==> config.mk <==
export PLATFORM = sky130hd
export DESIGN_NAME = tcw_front
export DESIGN_NICKNAME = d
export VERILOG_FILES = /design/src/sv/tcw_pkg.sv /design/src/sv/tcw_front.sv
export SDC_FILE = /design/constraint.sdc
export NUM_CORES = 1
export LEC_CHECK = 0
export ABC_AREA = 1
export CAP_MARGIN = 20
export CORE_AREA = 2 2 39 41
export DETAILED_ROUTE_END_ITERATION = 7
export DIE_AREA = 0 0 41 43
export DONT_BUFFER_PORTS = 1
export PLACE_DENSITY = 0.46
export SLEW_MARGIN = 20
export SYNTH_ARGS = -nofsm -noshare
export SYNTH_HDL_FRONTEND = slang
export SYNTH_SLANG_ARGS = --single-unit
==> constraint.sdc <==
create_clock -name vclk -period 1.2
set_clock_uncertainty 0.1 [all_clocks]
set_input_delay 0.24 -clock vclk [all_inputs]
set_output_delay 0.24 -clock vclk [all_outputs]
set_load 0.05 [all_outputs]
==> src/sv/tcw_pkg.sv <==
// Shared types and constants of the text console character writer.
package tcw_pkg;

	// Character codes that the console acts on.
	localparam logic [7:0] CH_BACKSPACE = 8'h08;
	localparam logic [7:0] CH_TAB       = 8'h09;
	localparam logic [7:0] CH_LF        = 8'h0A;
	localparam logic [7:0] CH_CR        = 8'h0D;
	localparam logic [7:0] CH_SPACE     = 8'h20;
	localparam logic [7:0] CH_PRINT_END = 8'h80;

	localparam logic [7:0] RESET_ATTR = 8'h0F;
	localparam int unsigned TAB_STOP  = 8;

	// Kind of work one beat asks for, decided by the front end.
	typedef enum logic [2:0] {
		OP_PRINT,
		OP_BACKSPACE,
		OP_TAB,
		OP_CR,
		OP_LF,
		OP_NOP,
		OP_READ,
		OP_READ_OOR
	} op_t;

	// One classified beat as it waits in the queue.
	typedef struct packed {
		op_t        op;
		logic [7:0] ch;
		logic [4:0] row;
		logic [6:0] col;
	} item_t;

	// One result beat.
	typedef struct packed {
		logic [15:0] cell_value;
		logic [4:0]  row;
		logic [6:0]  col;
		logic        scrolled;
	} result_t;

	// Back end sequencer states.
	typedef enum logic [2:0] {
		BK_CLEAR,
		BK_IDLE,
		BK_READ,
		BK_BLANK,
		BK_EMIT
	} back_state_t;

endpackage

==> src/sv/tcw_front.sv <==
// Front end: takes input beats and classifies them into console operations.
module tcw_front #(
	parameter int COLUMNS = 80,
	parameter int ROWS    = 25
) (
	input  logic            s_tvalid,
	output logic            s_tready,
	input  logic [23:0]     s_tdata,
	input  logic            s_tuser,
	input  logic            q_full,
	output logic            push,
	output tcw_pkg::item_t  push_item
);
	import tcw_pkg::*;

	logic [7:0] ch;
	logic [4:0] rrow;
	logic [6:0] rcol;

	assign ch   = s_tdata[7:0];
	assign rrow = s_tdata[12:8];
	assign rcol = s_tdata[19:13];

	assign s_tready = !q_full;
	assign push     = s_tvalid && !q_full;

	always_comb begin
		push_item.ch  = ch;
		push_item.row = rrow;
		push_item.col = rcol;
		if (s_tuser) begin
			// A read outside the screen answers zero without touching the store.
			if (({1'b0, rrow} < 6'(ROWS)) && ({1'b0, rcol} < 8'(COLUMNS))) begin
				push_item.op = OP_READ;
			end else begin
				push_item.op = OP_READ_OOR;
			end
		end else if (ch == CH_BACKSPACE) begin
			push_item.op = OP_BACKSPACE;
		end else if (ch == CH_TAB) begin
			push_item.op = OP_TAB;
		end else if (ch == CH_CR) begin
			push_item.op = OP_CR;
		end else if (ch == CH_LF) begin
			push_item.op = OP_LF;
		end else if (ch >= CH_SPACE && ch < CH_PRINT_END) begin
			push_item.op = OP_PRINT;
		end else begin
			push_item.op = OP_NOP;
		end
	end

endmodule

After elaboration in Yosys (flattened, before gate mapping):

Index checks and enable logic that the tools add are counted.
W data, S select, Z words.

* logic and storage cells: 19
* bits of input ports: 27
* bits in registers: 0
* output and inout bits: 25

* reductions and logical operators: 4
* equality and inequality tests: 4
* magnitude comparators: 4
* muxes and demuxes: 7

Operators with widths (count)
* $eq A8 B4 Y1 const B: 4
* $mux W3: 6
* $ge A8 B6 Y1 const B: 1
* $lt A8 B8 Y1 const B: 1
* $lt A7 B7 Y1 const B: 1
* $lt A5 B5 Y1 const B: 1
* $logic_and A1 B1 Y1: 3
* $logic_not A1 Y1: 1
* $mux W1: 1

Logic depth before layout (Yosys ltp):

* depth after elaboration: 8
* depth in mapped cells: 7
* depth with buffers taken out: 7

Worst setup path after synthesis:

No wires, ideal clock.

* path type: input to output
* start: in s_tdata[1]
* end: out push_item[22] (netlist bit)
* slack: -0.059 ns
* stages on the path: 6
* buffers on the path: 0
* data required time: 0.860 ns
* arrival: 0.919 ns
* cells stage by stage: inv_1 -> nand2_1 -> nor2_1 -> o21ai_2 -> nand2_1 -> nand2_1

RTL lines
* start, declared: RTL line tcw_front.sv:8 `input logic [23:0] s_tdata,`
* end, declared: RTL line tcw_front.sv:12 `output tcw_pkg::item_t push_item`

==> out/results.txt <==
status - finished, final reports clean
drt wl/cell - 9.48 µm
Chip Height - 43 µm
Storage cell area - 0 µm²
Synth Warn # - 0
final WL - 531 µm
GRT Total Usage - 5.00%
count of cell types in the netlist - 10
Port Buffers - 0
via count - 231
Max FO, Critical Path - 3
Syn Area/Cell - 5.32 µm²
final setup violation count - 0
min Tclk post-route - 1150 ps
grt ovf - 0
largest net degree at the start of global routing - 5
CTS Hold Bufs - 0
core area - 1380 µm²
Final HPWL DP - 459 µm
Synth Net Count - 86
Fin. Hold Viols - 0
cell with the most instances after synthesis - buf_4
maximum VDD drop - 0.0771 mV
antenna viol nets, final - 0
die width - 41 µm
Final Max Slew Viols - 0
hold depth - 0
placed inst area - 201 µm²
worst path required time - 860 ps
layout cells sized above 1 - 30.0%
area share of the leading cell type in the synthesized netlist - 47.8%
min-delay worst type - input pin to output pin
top post-synthesis cells by count - buf_4, nand2_1, nor2_1
register area share after synthesis - 0%
Tightest Pin Transition - 414 ps
DRT Pass-1 Iters - 4
clock buf count - 0
leakage - 0.112 nW
WS Path Type - input pin to output pin
I/O pin count - 52
Critical Path AT - 810 ps
n_diodes - 0
initial antenna violation count - 0
Max-Cap Viols - 0
Starting Density - 22.7%
Area Overhead vs Synth - -30.3%
Setup TNS - 0 ps
startpoint types - input pin
dominant cell type by area after synthesis - buf_4
multi-input combinational cell area - 161 µm²
vias per cell - 4.13
Post-Synthesis Cells - 59
Fillers - 167
drt drc - 0
Slew HR - 72.4%
nets - 69
Synth area leaders - buf_4, nand2_1, nor2_1, inv_1, nor2_2
RD Place Congestion - 0.647
vias in the first global route - 150
Worst setup EP type - output pin
Seq Cell Count - 0
Netlist Area Pre-Place - 314 µm²
PwrDens - 395 nW/µm²
row count - 14
initial DRC count - 3
first-pass GRT wire length - 634 µm
Max Clk Rate - 0.871 GHz
DIE AREA - 1760 µm²
Final Cell Area - 219 µm²
Final Cycle Share - 95.6%
[critical path, cell delays in order]
cell,delay [ps]
inv_1,60
nand2_2,60
nor2_2,130
nand2_1,60
nand4_1,110
nand2_4,140
[cell type report]
cell class	count	area share, %
Inverter	8	13.7
Tap cell	16	9.14
Multi-Input combinational cell	31	73.7
Timing Repair Buffer	1	3.43
[cell usage in the layout, fill, tap and decap left out, drive strengths merged]
cell,instances
nand2,12
nor2,13
nor3,1
buf,1
o21ai,3
nand3,1
inv,8
nand4,1
[metrics by stage]
step                       power, W  utilization (%)  cells  setup WS (ps)  hold WS [ps]
final                     0.0000866             15.8     56           52.4           380
after global routing      0.0000927             15.8     56         -0.359           380
after floorplan            0.000252                -     59           29.9           476
after detailed placement  0.0000799             14.6     56          -9.56           380
after CTS                 0.0000822             14.9     56           10.9           380
after global placement    0.0000797             14.6     56          -6.11           380
[per-layer routing]
metal	vias up	part of all wire (%)	global-route usage, %
met2	20	47	7.81
met3	0	18	3.66
met5	-	0	0
li1	118	-	-
met4	0	0	0
met1	93	35	5.70
[cells by family (layout without fill, tap and decap cells)]
logic type             after synthesis  count (layout)  share of synthesized area [%]
AND/OR/NAND/NOR                     28              28                           36.7
buffers and inverters               28               9                           57.4
AO/OA/AOI/OAI                        3               3                           5.98
[where the power goes]
group | switching, W | total [W] | internal [W]
clock | 0 | 0 | 0
sequential | 0 | 0 | 0
combinational | 0.0000648 | 0.0000866 | 0.0000218
[path summary, 6_finish.rpt]
| kind | from | endpoint | slack, ps |
|---|---|---|---|
| worst max-delay path | s_tdata[1] | push_item[20] | 50 |
| worst min-delay path | s_tdata[2] | push_item[14] | 380 |
[what timing repair did]
| item | in CTS | in global routing |
|---|---|---|
| resized for setup | 1 | 5 |
| setup buffers | 0 | 0 |
| endpoints found under the setup margin | 1 | 3 |
| pin swaps | 0 | 4 |
Note: power is estimated with default switching activity, not from simulation.
