`src/sv/tcw_pkg.sv`:
```
// Shared types and constants of the text console character writer.
package tcw_pkg;

	// Character codes that the console acts on.
	localparam logic [7:0] CH_BACKSPACE = 8'h08;
	localparam logic [7:0] CH_TAB       = 8'h09;
	localparam logic [7:0] CH_LF        = 8'h0A;
	localparam logic [7:0] CH_CR        = 8'h0D;
	localparam logic [7:0] CH_SPACE     = 8'h20;
	localparam logic [7:0] CH_PRINT_END = 8'h80;

	localparam logic [7:0] RESET_ATTR = 8'h0F;
	localparam int unsigned TAB_STOP  = 8;

	// Kind of work one beat asks for, decided by the front end.
	typedef enum logic [2:0] {
		OP_PRINT,
		OP_BACKSPACE,
		OP_TAB,
		OP_CR,
		OP_LF,
		OP_NOP,
		OP_READ,
		OP_READ_OOR
	} op_t;

	// One classified beat as it waits in the queue.
	typedef struct packed {
		op_t        op;
		logic [7:0] ch;
		logic [4:0] row;
		logic [6:0] col;
	} item_t;

	// One result beat.
	typedef struct packed {
		logic [15:0] cell_value;
		logic [4:0]  row;
		logic [6:0]  col;
		logic        scrolled;
	} result_t;

	// Back end sequencer states.
	typedef enum logic [2:0] {
		BK_CLEAR,
		BK_IDLE,
		BK_READ,
		BK_BLANK,
		BK_EMIT
	} back_state_t;

endpackage

```
`src/sv/tcw_queue.sv`:
```
// Two-entry queue between the front end and the back end.
module tcw_queue (
	input  logic            clk,
	input  logic            arst_n,
	input  logic            push,
	input  tcw_pkg::item_t  push_item,
	output logic            full,
	input  logic            pop,
	output logic            valid,
	output tcw_pkg::item_t  pop_item
);
	import tcw_pkg::*;

	item_t      entry_q [2];
	logic       wr_ptr_q;
	logic       rd_ptr_q;
	logic [1:0] count_q;

	assign full     = (count_q == 2'd2);
	assign valid    = (count_q != 2'd0);
	assign pop_item = entry_q[rd_ptr_q];

	always_ff @(posedge clk) begin
		if (push) begin
			entry_q[wr_ptr_q] <= push_item;
		end
	end

	always_ff @(posedge clk or negedge arst_n) begin
		if (!arst_n) begin
			wr_ptr_q <= 1'b0;
			rd_ptr_q <= 1'b0;
			count_q  <= 2'd0;
		end else begin
			if (push) begin
				wr_ptr_q <= !wr_ptr_q;
			end
			if (pop) begin
				rd_ptr_q <= !rd_ptr_q;
			end
			if (push && !pop) begin
				count_q <= count_q + 2'd1;
			end else if (pop && !push) begin
				count_q <= count_q - 2'd1;
			end
		end
	end

endmodule

```
`config.mk`:
```
export PLATFORM = sky130hd
export DESIGN_NAME = tcw_queue
export DESIGN_NICKNAME = d
export VERILOG_FILES = /design/src/sv/tcw_pkg.sv /design/src/sv/tcw_queue.sv
export SDC_FILE = /design/constraint.sdc
export NUM_CORES = 1
export LEC_CHECK = 0
export BUFFER_PORTS_ARGS = -buffer_cell sky130_fd_sc_hd__buf_2
export CORE_ASPECT_RATIO = 1.75
export CORE_MARGIN = 10
export CORE_UTILIZATION = 50
export DETAILED_ROUTE_END_ITERATION = 10
export PLACE_DENSITY = 0.83
export SKIP_LAST_GASP = 1
export SYNTH_ARGS = -nofsm -noshare
export SYNTH_HDL_FRONTEND = slang
export SYNTH_SLANG_ARGS = --single-unit
```
`constraint.sdc`:
```
create_clock -name clk -period 5.3 [get_ports clk]
set_input_delay 0.53 -clock clk [delete_from_list [all_inputs] [get_ports clk]]
set_output_delay 0.53 -clock clk [all_outputs]
set_load 0.02 [all_outputs]
```
## Yosys cells after proc, flatten, opt, wreduce, memory -nomap -nowiden

Memory sizes are Yosys's and may differ from the RTL's.
Cells that the tools add are included.

- Add/subtract/negate cells: 2
- Mux-type cells: 4
- Reduce and logical (&&, ||, !) cells: 8
- Equality and inequality tests: 1

Operators with widths:

| kind | number |
|---|---|
| $logic_not 1->1 | 4 |
| $mux 2 | 2 |
| $reduce_bool 2->1 | 2 |
| $add 2x1->2 const B | 1 |
| $eq 2x2->1 const B | 1 |
| $logic_and 1x1->1 | 2 |
| $mux 1 | 2 |
| $sub 2x1->2 const B | 1 |

- Output and inout bits: 25
- Logic and storage cells: 19
- Input bits: 27
- RAM bits: 46
- Register bits: 4
- Memories kept: 1

Memories:

| memory | depth | width | rd ports | clocked after Yosys merged registers in | write ports | line | text |
|---|---|---|---|---|---|---|---|
| entry_q | 2 | 23 | 1 | 0 | 1 | tcw_queue.sv:14 | `item_t entry_q [2];` |

## Longest topological paths before layout

Gate-level depths: netlist of run 1.

- Depth in word-level cells: 4
- Mapped depth: 5
- Depth with buffers taken out: 5

## Least setup slack after synthesis of run 1

No wires, ideal clock.

- Kind: input to register
- Start: input port push
- End: memory entry_q[0][0] (netlist bit), enable pin
- Buffers on the path: 0
- Stages: 1
- Setup time: 0.405 ns
- Setup slack: 3.301 ns
- Arrival: 1.593 ns
- Required time: 4.895 ns
- Cells stage by stage: nor2b_1

- Longest elaborated chain between the ends: 2

Ends and longest elaborated chain:

| what | line | text |
|---|---|---|
| from (decl) | tcw_queue.sv:5 | `input logic push,` |
| $mux 1 | tcw_queue.sv:24 | `if (push) begin` |
| $mux 1 (not written as such) | tcw_queue.sv:25 | `entry_q[wr_ptr_q] <= push_item;` |
| to (decl) | tcw_queue.sv:14 |  |

Every way passes these cells.

==> results.md, run 1 <==
* Run status: complete, no violations
* Count of hold-fix buffers inserted at cts at 0
* Number of clock buffers inserted by TritonCTS at 5
* Remaining Overflow, GRT at 0
* Global-route usage over all layers at 9.190%
* Number of H-tree levels at 2
* Most common cell after layout, fill and taps aside: sky130_fd_sc_hd__buf_2
* CP endpoint kind: primary output
* Horizontal die dimension at 67.23 microns
* Number of global-route vias before repair at 1022
* Fin Clk Skew at 0.008337 ns
* Cell Area, Synth at 1952 sq um
* Power density cells at 522.0 nW/um^2
* Min cycle time layout at 2.416 ns
* Port buffer count at 51
* Clock tree root buffer cell: sky130_fd_sc_hd__clkbuf_8
* Peak clock frequency supported by timing at 0.4139 GHz
* Largest fanout of any net on the critical path at 14
* Highest ir drop seen on vdd at 0.3356 mV
* IO Count at 52
* Placer congestion estimate at 0.6741
* Vertical die dimension at 102.7 microns
* TritonCTS clock tree: done
* Cells resized by post-CTS repair at 0
* Sequential area share after synthesis at 75.90%
* Final worst path period share at 45.59%
* Total number of vias at 931
* Cell Rows at 30
* Transition time of the tightest slew-check pin at 1.104 ns
* Final Max Slew Viols at 0
* Synthesized netlist cell count at 88
* Type of the most critical hold path: in -> async
* Library cell contributing the largest single delay on the critical path: sky130_fd_sc_hd__dfrtp_1
* Final-report setup violation count at 0
* Top library cells by usage in the layout, fill and taps aside: 51 x sky130_fd_sc_hd__buf_2, 46 x sky130_fd_sc_hd__edfxtp_1, 19 x sky130_fd_sc_hd__mux2_4
* Cell Chain, Critical Path: buf_4 -> mux2_2 -> buf_2
* Synthesized area divided by synthesized cell count at 22.18 sq um
* Post-detailed-route via-to-cell ratio at 4.824
* Yosys warning total at 0
* Inserted Diodes at 0
* Layout-stage area growth over the synthesis result at 18.20%
* Post-detailed-placement half-perimeter wirelength at 2.480 mm
* Type of element launching the critical path: flop
* Post-route DRC at 0
* Initial core utilization at 50.98%
* Post-Synthesis Net Count at 116
* FF+latch count, synth at 50
* Total Nets Final at 172
* Max stage delay on crit path at 0.71 ns
* Reported leakage power at 0.9442 nW
* Post-route ant nets at 0
* Worst path required time at 4.77 ns
* CTS clk-pin slew, worst paths at 0.08 ns
* Count of routing violations after the opening detailed-route iteration at 17
* Yosys cell types at 14
* Setup repair after global routing missed its margin: no
* Routed wire length at 3.171 mm
* # fillers at 322
* Hold WS at 0.03110 ns
* Std-Cell Core Area at 3829 sq um
* DR WL/cell at 16.43 microns
* Detailed-routing iteration count for the pre-antenna-repair pass at 4
* Wire length of the first global-routing pass at 4.740 mm
* Type of the worst setup path: reg -> out
* Die Footprint at 6902 sq um
* Data arrival, critical path at 1.89 ns
* Largest net degree at the start of global routing at 24
* Clock Path Buffers at 2
* Share of final-layout standard cells stronger than drive strength 1 at 57.24%
* Number of antenna violations at the first check in global routing at 0
* Setup_tns at 0 ns
* Max-Slew Margin vs Limit at 26.10%
* Final Hold Fails at 0
* Max_cap viols at 0
* Number of buffers added for setup after CTS at 0
* Clock net sink count at 50
* Later-pin clock latency in the skew report at 0.29 ns
* Layout Utilization at 60.26%
## through the flow
stage               worst slack (ns)  cells  power, mW  instance area, sq um
finish                         2.884    193      1.204                  2307
global route                   2.753    193      1.264                  2307
CTS                            2.843    193      1.225                  2307
detailed placement             3.162    185      1.030                  2226
global placement               3.220    185      1.011                  2226
floorplan                      3.301     88     0.9336                  1952
## cell usage after synthesis, drive strengths merged
library cell	instances	area (sq um)
and2	1	6.260
buf	3	51.30
dfrtp	4	100.1
edfxtp	46	1381
ha	1	12.51
inv	1	3.750
mux2	23	330.3
nor2	1	3.750
nor2b	2	12.51
or2	1	6.260
xnor2	1	8.760
xor2	4	35.03
## flip-flops by register name, summed over array words and instances (netlist names)
| register | cells |
|---|---|
| entry_q | 46 |
| count_q | 2 |
| rd_ptr_q | 1 |
| wr_ptr_q | 1 |
## report_power, final
part	switching [mW]	internal, mW	leakage, nW	total (mW)
clock	0.106	0.0907	0.0426	0.197
combinational	0.231	0.199	0.423	0.431
sequential	0.0480	0.529	0.478	0.577
total	0.385	0.819	0.944	1.20
## routing by layer
metal / vias to the layer above / track usage, % / part of all wire [%]
met4: 0 / 3.810 / 1.1
li1: 443 / - / -
met3: 4 / 4.026 / 7.6
met5: - / 0 / 0
met2: 30 / 16.64 / 57
met1: 454 / 8.570 / 35
## cell families (layout without fill, tap and decap cells)
logic type    count (synthesis)  after routing  share of synthesized area (%)
simple gates                  5              5                          1.474
buf+inv                       4             61                          2.820
xor+xnor                      5              5                          2.243
fa+ha+maj                     1              1                         0.6409
flops                        50             50                          75.90
mux                          23             23                          16.92
## worst max-delay path: cells and delay by family (launching register included)
kind | cells | cell delay (ns)
multiplexers | 1 | 0.36
flip-flops | 1 | 0.71
buffers and inverters | 2 | 0.53
## final timing paths
path | end | slack (ns) | from | cells after the start
max reg2reg | entry_q[0][11] | 3.63 | wr_ptr_q | 1
max | pop_item[15] | 2.88 | rd_ptr_q | 3
min in group clk | entry_q[0][5] | 0.43 | push_item[5] | 1
min reg2reg | count_q[1] | 0.49 | count_q[1] | 1
max in group asynchronous | count_q[0] | 5.14 | arst_n | 1
min | count_q[1] | 0.03 | arst_n | 1
## area by class of cell
cell class	instances	area [sq um]	area share, %
repair buffers	52	262.8	11.39
well taps	48	60.06	2.603
inverters	1	3.754	0.1627
clock buffers	6	72.57	3.145
flip-flops and latches	50	1481	64.21
multi-input cells	34	417.9	18.11
clock inverters	2	8.758	0.3796
(Power assumes the default switching activity.)
==> run 2, diff against run 1 <==
- clock period: 5.3 -> 2.3 ns (I/O delays scaled with it)
==> run 2 against run 1 <==
  * Clock skew shrank 0.0014 ns
  * Hold slack gained 0.091 ns
  * Combinational power grew 140%
  * Design area grew 2.8%
  * Count of clock-buffer cells in the layout shrank 1
  * First-iteration DRC count grew 71%
  * Critical path depth is the same
  * Sequential share of layout area shrank 1.8 points
  * Worst setup slack lost 2.5 ns
  * Via count grew 1.4%
  * Final cell count grew 2.1%
  * Critical endpoint is now pop_item[7]
  * Highest routed layer unchanged
==> results.md, run 2 (synthesis gave the netlist of run 1 again) <==
* Run status: complete, no violations
* Post-detailed-route via-to-cell ratio at 4.792 (-0.66%)
* R2r endpoint: entry_q[0][1]
* Start point of the critical path: rd_ptr_q
* Cell Rows at 30 (unchanged)
* Final worst path period share at 82.52%
* Critical path depth at 3 (unchanged)
* Vertical die dimension at 102.7 microns (unchanged)
* Internal Dissipation at 2.020 mW (+150%)
* Initial core utilization at 50.98% (unchanged)
* Reported leakage power at 0.9713 nW (+2.9%)
* Post-detailed-placement half-perimeter wirelength at 2.699 mm (+8.8%)
* Fin Clk Skew at 0.006893 ns (-0.001445 ns)
* Setup repair after global routing missed its margin: no
* Switch share at 31.46% (-0.55 points)
* Cells resized by post-CTS repair at 0 (unchanged)
* Number of antenna violations at the first check in global routing at 0 (unchanged)
* Number of H-tree levels at 2 (unchanged)
* Final Max Slew Viols at 0 (unchanged)
* Number of flip-flops in the largest register at 46 (unchanged)
* Post-route ant nets at 0 (unchanged)
* Routed wire length at 3.427 mm (+8.1%)
* IO Count at 52 (unchanged)
* Clock tree root buffer cell: sky130_fd_sc_hd__clkbuf_8
* DR WL/cell at 17.40 microns (+5.9%)
* Final-report setup violation count at 0 (unchanged)
* Transition time of the tightest slew-check pin at 0.4912 ns (-0.6123 ns)
* Clock net sink count at 50 (unchanged)
* Largest fanout of any net on the critical path at 10 (-4)
* TritonCTS clock tree: done
* Share of final-layout standard cells stronger than drive strength 1 at 59.06% (+1.8 points)
* Worst path setup slack after routing at 0.4020 ns (-2.482 ns)
* Type of element launching the critical path: flop
* Number of cells after detailed placement at 188 (+1.6%)
* Max_cap viols at 0 (unchanged)
* Type of the most critical hold path: in -> reg
* CP endpoint: pop_item[7]
* CTS clk-pin slew, worst paths at 0.09 ns (about the same)
* Std-Cell Core Area at 3829 sq um (unchanged)
* Total Nets Final at 176 (+2.3%)
* Setup Slack @ Placement at 0.6895 ns (-2.472 ns)
* Wire length of the first global-routing pass at 5.257 mm (+11%)
* Library cell contributing the largest single delay on the critical path: sky130_fd_sc_hd__dfrtp_1
* Global-route usage over all layers at 10.42% (+1.2 points)
* Power density cells at 1242 nW/um^2 (+140%)
* Worst path required time at 2.07 ns (-2.70 ns)
* Placer congestion estimate at 0.6820 (+1.2%)
* Switching Power at 926.8 uW (+140%)
* Detailed-routing iteration count for the pre-antenna-repair pass at 4 (unchanged)
* Post-route DRC at 0 (unchanged)
* Number of global-route vias before repair at 1088 (+6.5%)
* Die Footprint at 6902 sq um (unchanged)
* Setup_tns at 0 ns (unchanged)
* Inserted Diodes at 0 (unchanged)
* Type of the worst setup path: reg -> out
* Combinational power share at 35.5% (-0.3 points)
* Port buffer count at 51 (unchanged)
* Later-pin clock latency in the skew report at 0.29 ns (about the same)
* Layout Cells excl Fill at 197 (+2.1%)
* Horizontal die dimension at 67.23 microns (unchanged)
* Clock Path Buffers at 2 (unchanged)
* Highest ir drop seen on vdd at 0.7917 mV (+140%)
* Count of hold-fix buffers inserted at cts at 1 (+1)
* Layout Utilization at 61.96% (+1.7 points)
* Worst flop-to-flop path startpoint: wr_ptr_q
* Total power of the final layout at 2.946 mW (+140%)
* Total number of vias at 944 (+1.4%)
* Count of routing violations after the opening detailed-route iteration at 29 (+12)
* Remaining Overflow, GRT at 0 (unchanged)
* Cell family with the largest share of critical-path delay: flip-flops
* Top library cells by usage in the layout, fill and taps aside: 51 x sky130_fd_sc_hd__buf_2, 46 x sky130_fd_sc_hd__edfxtp_1, 19 x sky130_fd_sc_hd__mux2_4
* Largest registers in the final layout: entry_q x46, count_q x2
* Max stage delay on crit path at 0.58 ns (-0.13 ns)
* Sequential cell fraction of total power at 44.6% (-3.3 points)
* Register-to-Register Setup Slack at 0.85 ns (-2.78 ns)
* Peak clock frequency supported by timing at 0.5269 GHz
* CP endpoint kind: primary output
* Min cycle time layout at 1.898 ns
* Worst Reg2Reg Path Length in Cells at 2 (+1)
* Final Hold Fails at 0 (unchanged)
* Max-Slew Margin vs Limit at 67.10% (+41 points)
* Biggest register: entry_q
* Layout-stage area growth over the synthesis result at 21.54%
* Number of buffers added for setup after CTS at 0 (unchanged)
* Data arrival, critical path at 1.67 ns (-0.22 ns)
* Cell Chain, Critical Path: buf_4 -> mux2_4 -> buf_2
* Combined buffer and inverter count along the critical path at 2 (unchanged)
* Largest net degree at the start of global routing at 17 (-29%)
* Most common cell after layout, fill and taps aside: sky130_fd_sc_hd__buf_2
* Clock power frac at 20.0% (+3.6 points)
* Number of clock buffers inserted by TritonCTS at 5 (unchanged)
## run 2: cell types whose count changed in the layout (fill, tap and decap cells not counted), sizes merged
cell and delta:
buf +3, clkinv -2, clkinvlp +2, bufinv +1, clkbuf -1, dlygate4sd3 +1
## run 2: worst min-delay path by stage
stage | start | to | slack [ns] | depth (start not counted)
global placement | arst_n | count_q[1] | 0.04 | 1
CTS | push_item[6] | entry_q[0][6] | 0.12 | 1
global route | push_item[1] | entry_q[0][1] | 0.11 | 1
floorplan | arst_n | count_q[0] | -0.07 | 0
finish | push_item[16] | entry_q[1][16] | 0.12 | 1
detailed placement | arst_n | count_q[0] | 0.04 | 1
## run 2: metrics by stage
stage / area (sq um) / hold slack [ns]
after floorplan: 1952 / -0.06559
after global placement: 2248 / 0.03800
after detailed placement: 2248 / 0.04280
after CTS: 2372 / 0.1154
after global routing: 2372 / 0.1113
final: 2372 / 0.1220
## run 2: cell type report
| cell class | instances | area (sq um) |
|---|---|---|
| Tap cell | 48 | 60.06 |
| Clock inverter | 3 | 45.04 |
| Inverter | 1 | 3.754 |
| Fill cell | 297 | 1456 |
| Sequential cell | 50 | 1481 |
| Clock buffer | 5 | 68.82 |
| Multi-Input combinational cell | 34 | 417.9 |
| Timing Repair Buffer | 56 | 295.3 |
## run 2: worst register-to-register path, cell delays in order (launching register included)
cell and delay [ns]:
sky130_fd_sc_hd__dfrtp_1 0.41, sky130_fd_sc_hd__nor2b_2 0.42, sky130_fd_sc_hd__buf_4 0.32
## run 2: power by group through the flow
| stage | logic (mW) | registers [mW] | clock network (mW) |
|---|---|---|---|
| finish | 1.05 | 1.31 | 0.588 |
| global route | 1.11 | 1.34 | 0.641 |
| CTS | 1.07 | 1.32 | 0.605 |
| detailed placement | 1.06 | 1.34 | 0 |
| global placement | 1.04 | 1.32 | 0 |
| floorplan | 0.866 | 1.29 | 0 |
## run 2: per-layer routing
layer	share of wire (%)	up-vias	global-route usage (%)
met4	1.9	0	5.238
met5	0	-	0
met2	58	32	19.06
met3	6.3	4	3.591
met1	34	459	9.763
li1	-	449	-
